===== src/sv/lps_pkg.sv =====
// shared types, codes and helpers for the led pixel store
// no dependencies
package lps_pkg;

    // default strip length
    localparam int STRIP_LEN_DEF = 64;

    // register reset values
    localparam logic [6:0] LED_COUNT_RST  = 7'd64;
    localparam logic       WHITE_RST      = 1'b0;
    localparam logic [7:0] BRIGHTNESS_RST = 8'd255;
    localparam logic [7:0] BRIGHT_FULL    = 8'hFF;

    // register indexes
    localparam logic [1:0] REG_LED_COUNT  = 2'd0;
    localparam logic [1:0] REG_WHITE      = 2'd1;
    localparam logic [1:0] REG_BRIGHTNESS = 2'd2;

    // action codes
    localparam logic [2:0] ACT_SET_RGB   = 3'd0;
    localparam logic [2:0] ACT_SET_RGBW  = 3'd1;
    localparam logic [2:0] ACT_FILL_RGB  = 3'd2;
    localparam logic [2:0] ACT_FILL_RGBW = 3'd3;
    localparam logic [2:0] ACT_REEMIT    = 3'd4;

    // status codes
    localparam logic [1:0] ST_OK    = 2'd0;
    localparam logic [1:0] ST_RANGE = 2'd1;
    localparam logic [1:0] ST_NOSUP = 2'd2;

    typedef struct packed {
        logic [2:0] action;
        logic [5:0] pixel_index;
        logic [7:0] red_in;
        logic [7:0] green_in;
        logic [7:0] blue_in;
        logic [7:0] white_in;
    } in_word_t;

    typedef struct packed {
        logic       write_valid;
        logic [5:0] out_index;
        logic [7:0] red_out;
        logic [7:0] green_out;
        logic [7:0] blue_out;
        logic [7:0] white_out;
        logic [1:0] status;
        logic       last;
    } out_word_t;

    typedef enum logic [1:0] {
        S_IDLE,
        S_FILL,
        S_READ,
        S_EMIT
    } state_t;

    // brightness scaling of one color byte
    function automatic logic [7:0] scale_byte(input logic [7:0] v, input logic [7:0] br);
        logic [16:0] prod;
        prod = v * ({1'b0, br} + 9'd1);
        if (br == BRIGHT_FULL)
            return v;
        return prod[15:8];
    endfunction

endpackage


===== src/sv/led_pixel_store_with_brightness_top.sv =====
// Set actions: result word in the output register the cycle after acceptance, one set per cycle
// unless the output stalls. Fill: one result per pixel in use, one per cycle unless the output
// stalls (written straight from the input word). Re-emit: per pixel a read state, then an emit
// state, as the pixel store has a registered read. The input stalls while a fill or re-emit runs
// or while a finished word waits to be taken. Reset (rst_n, async, low): registers to defaults,
// per-pixel valid bits cleared so the store reads as zero at once; no clearing pass.
module led_pixel_store_with_brightness_top #(
    parameter int STRIP_LEN = lps_pkg::STRIP_LEN_DEF
) (
    input  logic              clk,
    input  logic              rst_n,
    input  logic              cfg_we,
    input  logic [1:0]        cfg_index,
    input  logic [7:0]        cfg_data,
    input  logic              in_valid,
    output logic              in_stall,
    input  lps_pkg::in_word_t in_data,
    output logic              out_valid,
    input  logic              out_stall,
    output lps_pkg::out_word_t out_data
);

    localparam int         IDX_W   = (STRIP_LEN > 1) ? $clog2(STRIP_LEN) : 1;
    localparam logic [6:0] MAX_CNT = 7'(STRIP_LEN);

    // configuration registers
    logic [6:0] led_count_reg;
    logic       white_reg;
    logic [7:0] bright_reg;

    // control
    lps_pkg::state_t state_reg, state_next;
    logic [IDX_W-1:0] cnt_reg, cnt_next;
    logic [31:0]      fill_word_reg, fill_word_next;

    // pixel store and its valid bits
    logic [31:0]          mem [STRIP_LEN];
    logic [STRIP_LEN-1:0] vld_reg;
    logic [31:0]          rd_data_reg;
    logic                 rd_vld_reg;
    logic                 mem_we;
    logic [IDX_W-1:0]     mem_addr;
    logic [31:0]          mem_wdata;
    logic                 rd_en;

    // output register
    logic               out_valid_reg;
    lps_pkg::out_word_t out_word_reg;
    logic               load;
    lps_pkg::out_word_t load_word;

    logic [6:0]  n_act;
    logic        last_pix;
    logic        out_free;
    logic        in_take;
    logic        is_rgb;
    logic [31:0] in_pix;

    // scaled pixel word
    function automatic lps_pkg::out_word_t make_pixel(input logic [5:0] idx,
                                                      input logic [31:0] p,
                                                      input logic white,
                                                      input logic [7:0] br,
                                                      input logic lst);
        lps_pkg::out_word_t o;
        o.write_valid = 1'b1;
        o.out_index   = idx;
        o.red_out     = lps_pkg::scale_byte(p[7:0], br);
        o.green_out   = lps_pkg::scale_byte(p[15:8], br);
        o.blue_out    = lps_pkg::scale_byte(p[23:16], br);
        o.white_out   = white ? lps_pkg::scale_byte(p[31:24], br) : 8'd0;
        o.status      = lps_pkg::ST_OK;
        o.last        = lst;
        return o;
    endfunction

    // error word with all payload cleared
    function automatic lps_pkg::out_word_t make_status(input logic [1:0] st);
        lps_pkg::out_word_t o;
        o        = '0;
        o.status = st;
        o.last   = 1'b1;
        return o;
    endfunction

    // configuration writes
    always_ff @(posedge clk or negedge rst_n)
    begin
        if (!rst_n)
        begin
            led_count_reg <= lps_pkg::LED_COUNT_RST;
            white_reg     <= lps_pkg::WHITE_RST;
            bright_reg    <= lps_pkg::BRIGHTNESS_RST;
        end
        else if (cfg_we)
        begin
            unique case (cfg_index)
                lps_pkg::REG_LED_COUNT:  led_count_reg <= cfg_data[6:0];
                lps_pkg::REG_WHITE:      white_reg     <= cfg_data[0];
                lps_pkg::REG_BRIGHTNESS: bright_reg    <= cfg_data;
                default: ;
            endcase
        end
    end

    // pixels in use, saturated at the store depth
    assign n_act    = (led_count_reg > MAX_CNT) ? MAX_CNT : led_count_reg;
    assign last_pix = ((7'(cnt_reg) + 7'd1) == n_act);

    // handshake
    assign out_free = !out_valid_reg || !out_stall;
    assign in_stall = (state_reg != lps_pkg::S_IDLE) || !out_free;
    assign in_take  = in_valid && !in_stall;

    // raw word from the input, white cleared for rgb actions
    assign is_rgb = (in_data.action == lps_pkg::ACT_SET_RGB) ||
                    (in_data.action == lps_pkg::ACT_FILL_RGB);
    assign in_pix = {is_rgb ? 8'd0 : in_data.white_in, in_data.blue_in,
                     in_data.green_in, in_data.red_in};

    // next state and datapath control
    always_comb
    begin
        state_next     = state_reg;
        cnt_next       = cnt_reg;
        fill_word_next = fill_word_reg;
        mem_we         = 1'b0;
        mem_addr       = cnt_reg;
        mem_wdata      = fill_word_reg;
        rd_en          = 1'b0;
        load           = 1'b0;
        load_word      = '0;
        unique case (state_reg)
            lps_pkg::S_IDLE:
            begin
                if (in_take)
                begin
                    unique case (in_data.action) inside
                        lps_pkg::ACT_SET_RGB, lps_pkg::ACT_SET_RGBW:
                        begin
                            load = 1'b1;
                            if (!is_rgb && !white_reg)
                                load_word = make_status(lps_pkg::ST_NOSUP);
                            else if ({1'b0, in_data.pixel_index} >= n_act)
                                load_word = make_status(lps_pkg::ST_RANGE);
                            else
                            begin
                                mem_we    = 1'b1;
                                mem_addr  = in_data.pixel_index[IDX_W-1:0];
                                mem_wdata = in_pix;
                                load_word = make_pixel(in_data.pixel_index, in_pix,
                                                       white_reg, bright_reg, 1'b1);
                            end
                        end
                        lps_pkg::ACT_FILL_RGB, lps_pkg::ACT_FILL_RGBW:
                        begin
                            if (!is_rgb && !white_reg)
                            begin
                                load      = 1'b1;
                                load_word = make_status(lps_pkg::ST_NOSUP);
                            end
                            else if (n_act != 7'd0)
                            begin
                                fill_word_next = in_pix;
                                cnt_next       = '0;
                                state_next     = lps_pkg::S_FILL;
                            end
                        end
                        lps_pkg::ACT_REEMIT:
                        begin
                            if (n_act != 7'd0)
                            begin
                                cnt_next   = '0;
                                state_next = lps_pkg::S_READ;
                            end
                        end
                        default: ;
                    endcase
                end
            end
            lps_pkg::S_FILL:
            begin
                if (out_free)
                begin
                    mem_we    = 1'b1;
                    load      = 1'b1;
                    load_word = make_pixel(6'(cnt_reg), fill_word_reg,
                                           white_reg, bright_reg, last_pix);
                    if (last_pix)
                        state_next = lps_pkg::S_IDLE;
                    else
                        cnt_next = cnt_reg + IDX_W'(1);
                end
            end
            lps_pkg::S_READ:
            begin
                rd_en      = 1'b1;
                state_next = lps_pkg::S_EMIT;
            end
            lps_pkg::S_EMIT:
            begin
                if (out_free)
                begin
                    load      = 1'b1;
                    load_word = make_pixel(6'(cnt_reg), rd_vld_reg ? rd_data_reg : 32'd0,
                                           white_reg, bright_reg, last_pix);
                    if (last_pix)
                        state_next = lps_pkg::S_IDLE;
                    else
                    begin
                        cnt_next   = cnt_reg + IDX_W'(1);
                        state_next = lps_pkg::S_READ;
                    end
                end
            end
            default: state_next = lps_pkg::S_IDLE;
        endcase
    end

    // state and counter
    always_ff @(posedge clk or negedge rst_n)
    begin
        if (!rst_n)
        begin
            state_reg <= lps_pkg::S_IDLE;
            cnt_reg   <= '0;
        end
        else
        begin
            state_reg <= state_next;
            cnt_reg   <= cnt_next;
        end
    end

    // fill word holds no control state
    always_ff @(posedge clk)
    begin
        fill_word_reg <= fill_word_next;
    end

    // pixel store, registered read
    always_ff @(posedge clk)
    begin
        if (mem_we)
            mem[mem_addr] <= mem_wdata;
        if (rd_en)
            rd_data_reg <= mem[cnt_reg];
    end

    // per-pixel valid bits, unwritten pixels read as zero
    always_ff @(posedge clk or negedge rst_n)
    begin
        if (!rst_n)
        begin
            vld_reg    <= '0;
            rd_vld_reg <= 1'b0;
        end
        else
        begin
            if (mem_we)
                vld_reg[mem_addr] <= 1'b1;
            if (rd_en)
                rd_vld_reg <= vld_reg[cnt_reg];
        end
    end

    // output register
    always_ff @(posedge clk or negedge rst_n)
    begin
        if (!rst_n)
            out_valid_reg <= 1'b0;
        else if (load)
            out_valid_reg <= 1'b1;
        else if (!out_stall)
            out_valid_reg <= 1'b0;
    end

    always_ff @(posedge clk)
    begin
        if (load)
            out_word_reg <= load_word;
    end

    assign out_valid = out_valid_reg;
    assign out_data  = out_word_reg;

endmodule


===== config.mk =====
export PLATFORM = sky130hd
export DESIGN_NAME = led_pixel_store_with_brightness_top
export DESIGN_NICKNAME = d
export VERILOG_FILES = /design/src/sv/lps_pkg.sv /design/src/sv/led_pixel_store_with_brightness_top.sv
export SDC_FILE = /design/constraint.sdc
export NUM_CORES = 2
export LEC_CHECK = 0
export BUFFER_PORTS_ARGS = -buffer_cell sky130_fd_sc_hd__buf_2
export CAP_MARGIN = 25
export CORE_MARGIN = 2
export CORE_UTILIZATION = 42
export CTS_CLUSTER_DIAMETER = 50
export CTS_CLUSTER_SIZE = 16
export DETAILED_ROUTE_END_ITERATION = 12
export PLACE_DENSITY = 0.63
export SLEW_MARGIN = 20
export SYNTH_ARGS = -nofsm -noshare
export SYNTH_HDL_FRONTEND = slang
export SYNTH_SLANG_ARGS = --single-unit

===== constraint.sdc =====
create_clock -name clk -period 17.7 [get_ports clk]
set_input_delay 4.425 -clock clk [delete_from_list [all_inputs] [get_ports clk]]
set_output_delay 4.425 -clock clk [all_outputs]
set_load 0.02 [all_outputs]

======== Yosys cells after proc, flatten, opt, wreduce, memory -nomap -nowiden ========
Memory sizes are Yosys's and may differ from the RTL's. A register that Yosys moved wholly into a read port is not among the register bits.
Cells that the tools add are included.
operators by class
  add/subtract/negate cells ............... 3
  $mul .................................... 12
  magnitude comparators ................... 5
  equality and inequality tests ........... 22
  muxes and demuxes ....................... 93
  bitwise gates (word level) .............. 2
  reduce and logical (&&, ||, !) cells .... 27
operators by type and width
  operator                                                               number
  8-bit 2-to-1 mux                                                       28
  42-bit 2-to-1 mux                                                      5
  32-bit 2-to-1 mux                                                      6
  8-bit by 17-bit multiplier with 16-bit output                          11
  42-bit case mux with 3 select lines                                    1
  42-bit case mux with 2 select lines                                    1
  64-bit OR                                                              1
  6-bit 2-to-1 mux                                                       10
  6-bit case mux with 2 select lines                                     2
  1-bit 2-to-1 mux                                                       23
  8-bit by 9-bit multiplier with 16-bit output                           1
  2-bit 2-to-1 mux                                                       8
  6-bit by 7-bit < comparator with 1-bit output (second input constant)  2
  2-bit inequality test (second input constant)                          5
  8-bit by 1-bit adder with 9-bit output (second input constant)         1
  3-bit inequality test (second input constant)                          3
  8-bit equality test (second input constant)                            1
  2-bit case mux with 4 select lines                                     1
  8-bit AND reduction                                                    1
  6-bit by 1-bit adder with 7-bit output (second input constant)         1
  7-bit equality test                                                    1
  6-bit by 7-bit >= comparator with 1-bit output                         1
  7-bit > comparator (second input constant)                             1
  7-bit 2-to-1 mux                                                       1
  other kinds (26)                                                       48
storage, ports and cells
  bits in registers ....................... 164
  memory bits (writable) .................. 2048
  input port bits ......................... 56
  output and inout port bits .............. 44
  logic and storage cells ................. 182
  memories ................................ 1
memory list
  memory  words  width  rd ports  clocked after Yosys merged registers in  wr ports  RTL line                                   text
  mem     64     32     1         1                                        1         led_pixel_store_with_brightness_top.sv:37  logic [31:0] mem [STRIP_LEN];

======== Longest topological paths before layout ========
  depth after elaboration ................. 15
  gate-level depth with buffers ........... 23
  mapped depth without buffers ............ 21

======== Worst setup path before layout ========
No wires, ideal clock.
  kind .................................... input port to flip-flop
  from .................................... in in_data[38] (netlist name)
  to ...................................... reg out_word_reg (netlist bit out_data[10]) (data pin)
  setup time .............................. 0.273 ns
  arrival ................................. 8.974 ns
  data required time ...................... 17.427 ns
  slack ................................... 8.452 ns
  cell stages on the path ................. 22
  buffers on the path ..................... 2
  path through ............................ or2_2 -> clkbuf_1 -> clkbuf_1 -> nand2_1 -> inv_1 -> nand2_1 -> fa_1 -> fa_1 -> inv_1 -> fa_1 -> inv_1 -> fa_1 -> inv_1 -> ha_1 -> a2111oi_0 -> o31a_1 -> o21ai_1 -> nor3_1 -> nor3_1 -> a2111oi_2 -> xnor2_1 -> o311ai_1
RTL lines
  item                  RTL line                                    text
  from (decl)           led_pixel_store_with_brightness_top.sv:17   input lps_pkg::in_word_t in_data,
  to (signal assigned)  led_pixel_store_with_brightness_top.sv:281  out_word_reg <= load_word;
  to (decl)             led_pixel_store_with_brightness_top.sv:48   lps_pkg::out_word_t out_word_reg;

======== Worst setup path after layout ========
  from .................................... in out_stall
  to ...................................... out in_stall
on the way
  word-level cells in the longest chain between the ends .. 4
RTL lines
  item              RTL line                                    text
  from (decl)       led_pixel_store_with_brightness_top.sv:19   input logic out_stall,
  1-bit zero test   --
  1-bit logical OR  led_pixel_store_with_brightness_top.sv:111  assign out_free = !out_valid_reg || !out_stall;
  1-bit zero test   led_pixel_store_with_brightness_top.sv:112  assign in_stall = (state_reg != lps_pkg::S_IDLE) || !out_free;
  1-bit logical OR  led_pixel_store_with_brightness_top.sv:112
  to (decl)         led_pixel_store_with_brightness_top.sv:16   output logic in_stall,
Every way passes these cells.

==> flow_results.org <==
** Route
- After detailed routing, the number of remaining DRC violations is 0.
- Number of violations reported at the end of detailed-routing iteration 0 :: 5893
- Using the TritonRoute via totals, the vias-per-cell ratio works out to 5.69.
- For this block, the routed nets add up to around 280000 µm of wire.
- Via count of the routed design :: 59000
- Once detail routing completed, the nets flagged for antenna violations numbered 0.
- The first TritonRoute pass finished after 6 iterations.
- Average routed wire per standard cell :: 26.8 µm

** Cells and area
- Summing all multi-input logic gate instances after layout gives about 0.041 mm².
- The filler cells instantiated in the layout total ~22000.
- Final layout net count :: roughly 7700
- Max FFs per register :: just over 2000
- From synthesis to final layout, the design area changed by 11.0%.
- FF+latch area :: around 0.067 mm²
- Leaving out fill and tap cells, the most frequent cells in the layout are sky130_fd_sc_hd__edfxtp_1, sky130_fd_sc_hd__mux4_2, sky130_fd_sc_hd__inv_1, sky130_fd_sc_hd__fa_1, sky130_fd_sc_hd__nand2_1.
- The library cell used most frequently in the layout, excluding fill and tap cells, is sky130_fd_sc_hd__edfxtp_1.
- Of the cells placed in the final design, the portion with a size suffix greater than 1 is between 20% and 30%.

** GRT
- After global routing, the most crowded layer is met2.
- Met3 Use GR :: around 3.2%
- The via count of the first global-routing pass is about 61000.
- M2 GR Usage :: between 30% and 40%
- For met1 alone, demand over resource in global routing was between 20% and 30%.
- Pin count of the biggest net entering global routing :: roughly 140
- Global-route wire length before repair :: just over 400000 µm
- The initial antenna violation count came to 21.
- After global routing the overflow that remains totals 0.
- In the global route stage, overall resource usage came out at 20.8%.

** Worst setup path
- The worst setup path is captured at an output port.
- Data on the critical path is required at its endpoint by between 10 and 15 ns.
- STA classifies the critical path startpoint as an input pin.
- Peak fanout along the critical path :: 3
- At the worst endpoint, the arrival time is between 5 and 6 ns.
- Type of the worst setup path :: input pin to output port

** STA
- Setup repair after global routing left no endpoint under its margin.
- The final count of pins violating max slew was 0.
- After layout, the minimum clock period comes to about 9.6 ns.
- Summed over all failing endpoints, the final setup total negative slack is 0 ns.
- Worst Skew :: a little over 0.09 ns
- Of the available clock period, the critical path in the final layout requires around 54%.
- Measured against its own limit, the worst slew margin works out to ~30%.
- Static timing analysis puts the maximum clock frequency at approximately 100 MHz.
- The hold violation count in the final report is 0.
- Number of endpoints failing setup at the final stage :: 0
- Transition at the pin with the smallest max-transition slack :: between 1 and 1.5 ns

** Synthesis
- Synth area leader :: sky130_fd_sc_hd__edfxtp_1
- Of all flip-flops after synthesis, the portion carrying an async set or reset was under 10%.
- Synthesized net count :: around 7600
- Cells after Synth :: between 6000 and 7000
- The synthesized design contains between 2000 and 2500 enable-type register cells.
- The synthesized netlist occupies a cell area of ~0.11 mm².
- Post-synthesis average cell area :: 16.8 µm²
- Ranked by total cell area, the synthesized netlist is headed by sky130_fd_sc_hd__edfxtp_1, sky130_fd_sc_hd__mux4_2, sky130_fd_sc_hd__fa_1.
- Fraction of the yosys area taken by sequential cells :: ~60%
- In the synthesized netlist the dominant register cell turns out to be sky130_fd_sc_hd__edfxtp_1.
- Post-synthesis register bit count :: 2244
- Summed over its instances, the top area cell type makes up 58.2% of the synthesized netlist area.
- For this run, the number of Yosys warnings is 0.
- Post-synth cell types :: between 70 and 80

** Clock network
- Counting the buffers created by CTS gives ~200.
- In this run the number of H-tree levels came out at 4.
- Clock-pin slew was measured on the worst setup and hold paths at roughly 0.07 ns.
- Hold-fix buffers at CTS :: 0
- Skew-Pair Late Insertion Delay :: about 0.87 ns
- Root Driver :: sky130_fd_sc_hd__clkbuf_16
- Clock tree from TritonCTS :: yes
- The clock drives about 2200 sinks.
- Number of buffers added for setup after CTS :: 0
- Gates resized during post-CTS repair numbered 0.
- The clock passes through at most 3 buffers.

** Floorplanning
- Number of top-level design ports :: 100
- The floorplan step defined a core boundary enclosing 0.263 mm².
- The floorplan step set the die width to approximately 520 µm.
- Height of the die :: 518 µm
- Die Outline Area :: around 0.27 mm²
- Effective utilization at floorplan :: 42.3%
- After floorplanning, the core was divided into roughly 190 placement rows.

** Place
- Routability-driven placement finished with a final weighted congestion of between 0.8 and 0.9.
- DPL Wire Length :: between 150000 and 200000 µm
- Port-buffer cells :: 99

** Job
- Maximum capacitance violations :: 0

** Min path
- The tightest min-delay check is of the register to register type.

** Power and ir drop
- The design draws between 15 and 20 mW.
- Across the VDD grid, the largest voltage drop is ~100 µV.
- Areal power density over the cells :: approximately 140 mW/mm²
- Pleak :: ~43 nW

** Run status
- Status :: completed
[per-layer routing]
metal  vias to the layer above  share of wire, %  wire (µm)
li1                      24900                 -          -
met1                     31700                43     120000
met2                      2021                48     134000
met3                       352               6.8      18900
met4                         2               1.9       5290
met5                         -            0.0040         11
[critical path: stages]
cell	delay, ns
sky130_fd_sc_hd__buf_2	0.12
sky130_fd_sc_hd__a211oi_2	0.35
sky130_fd_sc_hd__inv_1	0.09
sky130_fd_sc_hd__buf_2	0.17
[synth_stat cells (7+ instances only)]
cell type / n
sky130_fd_sc_hd__nand4b_1: 10
sky130_fd_sc_hd__buf_1: 34
sky130_fd_sc_hd__a21oi_1: 80
sky130_fd_sc_hd__mux2i_1: 10
sky130_fd_sc_hd__o211ai_1: 8
sky130_fd_sc_hd__nand3_1: 69
sky130_fd_sc_hd__a31oi_1: 10
sky130_fd_sc_hd__nor2b_1: 50
sky130_fd_sc_hd__a211oi_1: 11
sky130_fd_sc_hd__o31a_1: 10
sky130_fd_sc_hd__o21bai_1: 74
sky130_fd_sc_hd__dfrtp_1: 81
sky130_fd_sc_hd__a221o_1: 7
sky130_fd_sc_hd__nand2_1: 495
sky130_fd_sc_hd__nand2b_1: 33
sky130_fd_sc_hd__and3_1: 38
sky130_fd_sc_hd__fa_1: 480
sky130_fd_sc_hd__ha_1: 392
sky130_fd_sc_hd__edfxtp_1: 2154
sky130_fd_sc_hd__o31ai_1: 11
sky130_fd_sc_hd__o21ai_0: 79
sky130_fd_sc_hd__xor2_1: 49
sky130_fd_sc_hd__a22oi_1: 11
sky130_fd_sc_hd__mux2_2: 18
sky130_fd_sc_hd__nor3_1: 25
sky130_fd_sc_hd__xnor2_1: 78
sky130_fd_sc_hd__dfstp_2: 9
sky130_fd_sc_hd__o21a_1: 16
sky130_fd_sc_hd__inv_1: 587
sky130_fd_sc_hd__buf_2: 60
sky130_fd_sc_hd__a21o_1: 32
sky130_fd_sc_hd__o221ai_1: 7
sky130_fd_sc_hd__mux4_2: 693
sky130_fd_sc_hd__and2_1: 249
sky130_fd_sc_hd__nand3b_1: 9
sky130_fd_sc_hd__clkbuf_1: 265
sky130_fd_sc_hd__nor2_1: 276
[layout make-up]
| cell class | count | area share, % |
|---|---|---|
| diodes | 3 | 0.00609 |
| clock buffers | 227 | 4.13 |
| flip-flops and latches | 2244 | 54.3 |
| clock inverters | 97 | 1.04 |
| multi-input cells | 3430 | 33.5 |
| repair buffers | 267 | 1.61 |
| inverters | 587 | 1.79 |
| well taps | 3515 | 3.57 |
[per-stage QoR]
stage	setup WS [ns]	hold WS [ns]	instance area (µm²)	instances	utilization [%]
after global placement	7.74	0.452	117000	10000	44.4
after CTS	8.11	0.474	123000	10400	46.9
after floorplan	8.45	0.438	111000	6622	-
after global routing	8.10	0.483	123000	10400	46.9
final	8.12	0.469	123000	10400	46.9
after detailed placement	7.78	0.458	117000	10000	44.5
[kinds of logic (layout without fill, tap and decap cells)]
group	count (synthesis)	count (layout)	synth area share, %
simple gates	1288	1288	5.46
fa+ha+maj	872	872	13.1
flops	2244	2244	60.3
mux	721	721	14.3
compound gates	421	421	2.60
buf+inv	948	1178	3.28
xor+xnor	128	128	1.02
other cells	0	3	0
[worst paths after layout]
path | startpoint | endpoint | slack, ns | depth (start not counted)
setup / recovery | out_stall | in_stall | 8.12 | 4
hold reg to reg | vld_reg[24] | vld_reg[24] | 0.47 | 1
hold / removal | vld_reg[24] | vld_reg[24] | 0.47 | 1
setup reg to reg | bright_reg[0] | out_data[22] | 9.92 | 22
max in group asynchronous | rst_n | cnt_reg[1] | 12.91 | 2
min in group asynchronous | rst_n | vld_reg[58] | 3.55 | 1
[where the power goes]
part / total, mW / internal (mW) / switching (mW)
Clock: 4.30 / 2.28 / 2.01
Combinational: 7.33 / 3.28 / 4.06
Sequential: 6.10 / 5.91 / 0.187
Power figures use the tool's default switching activity.
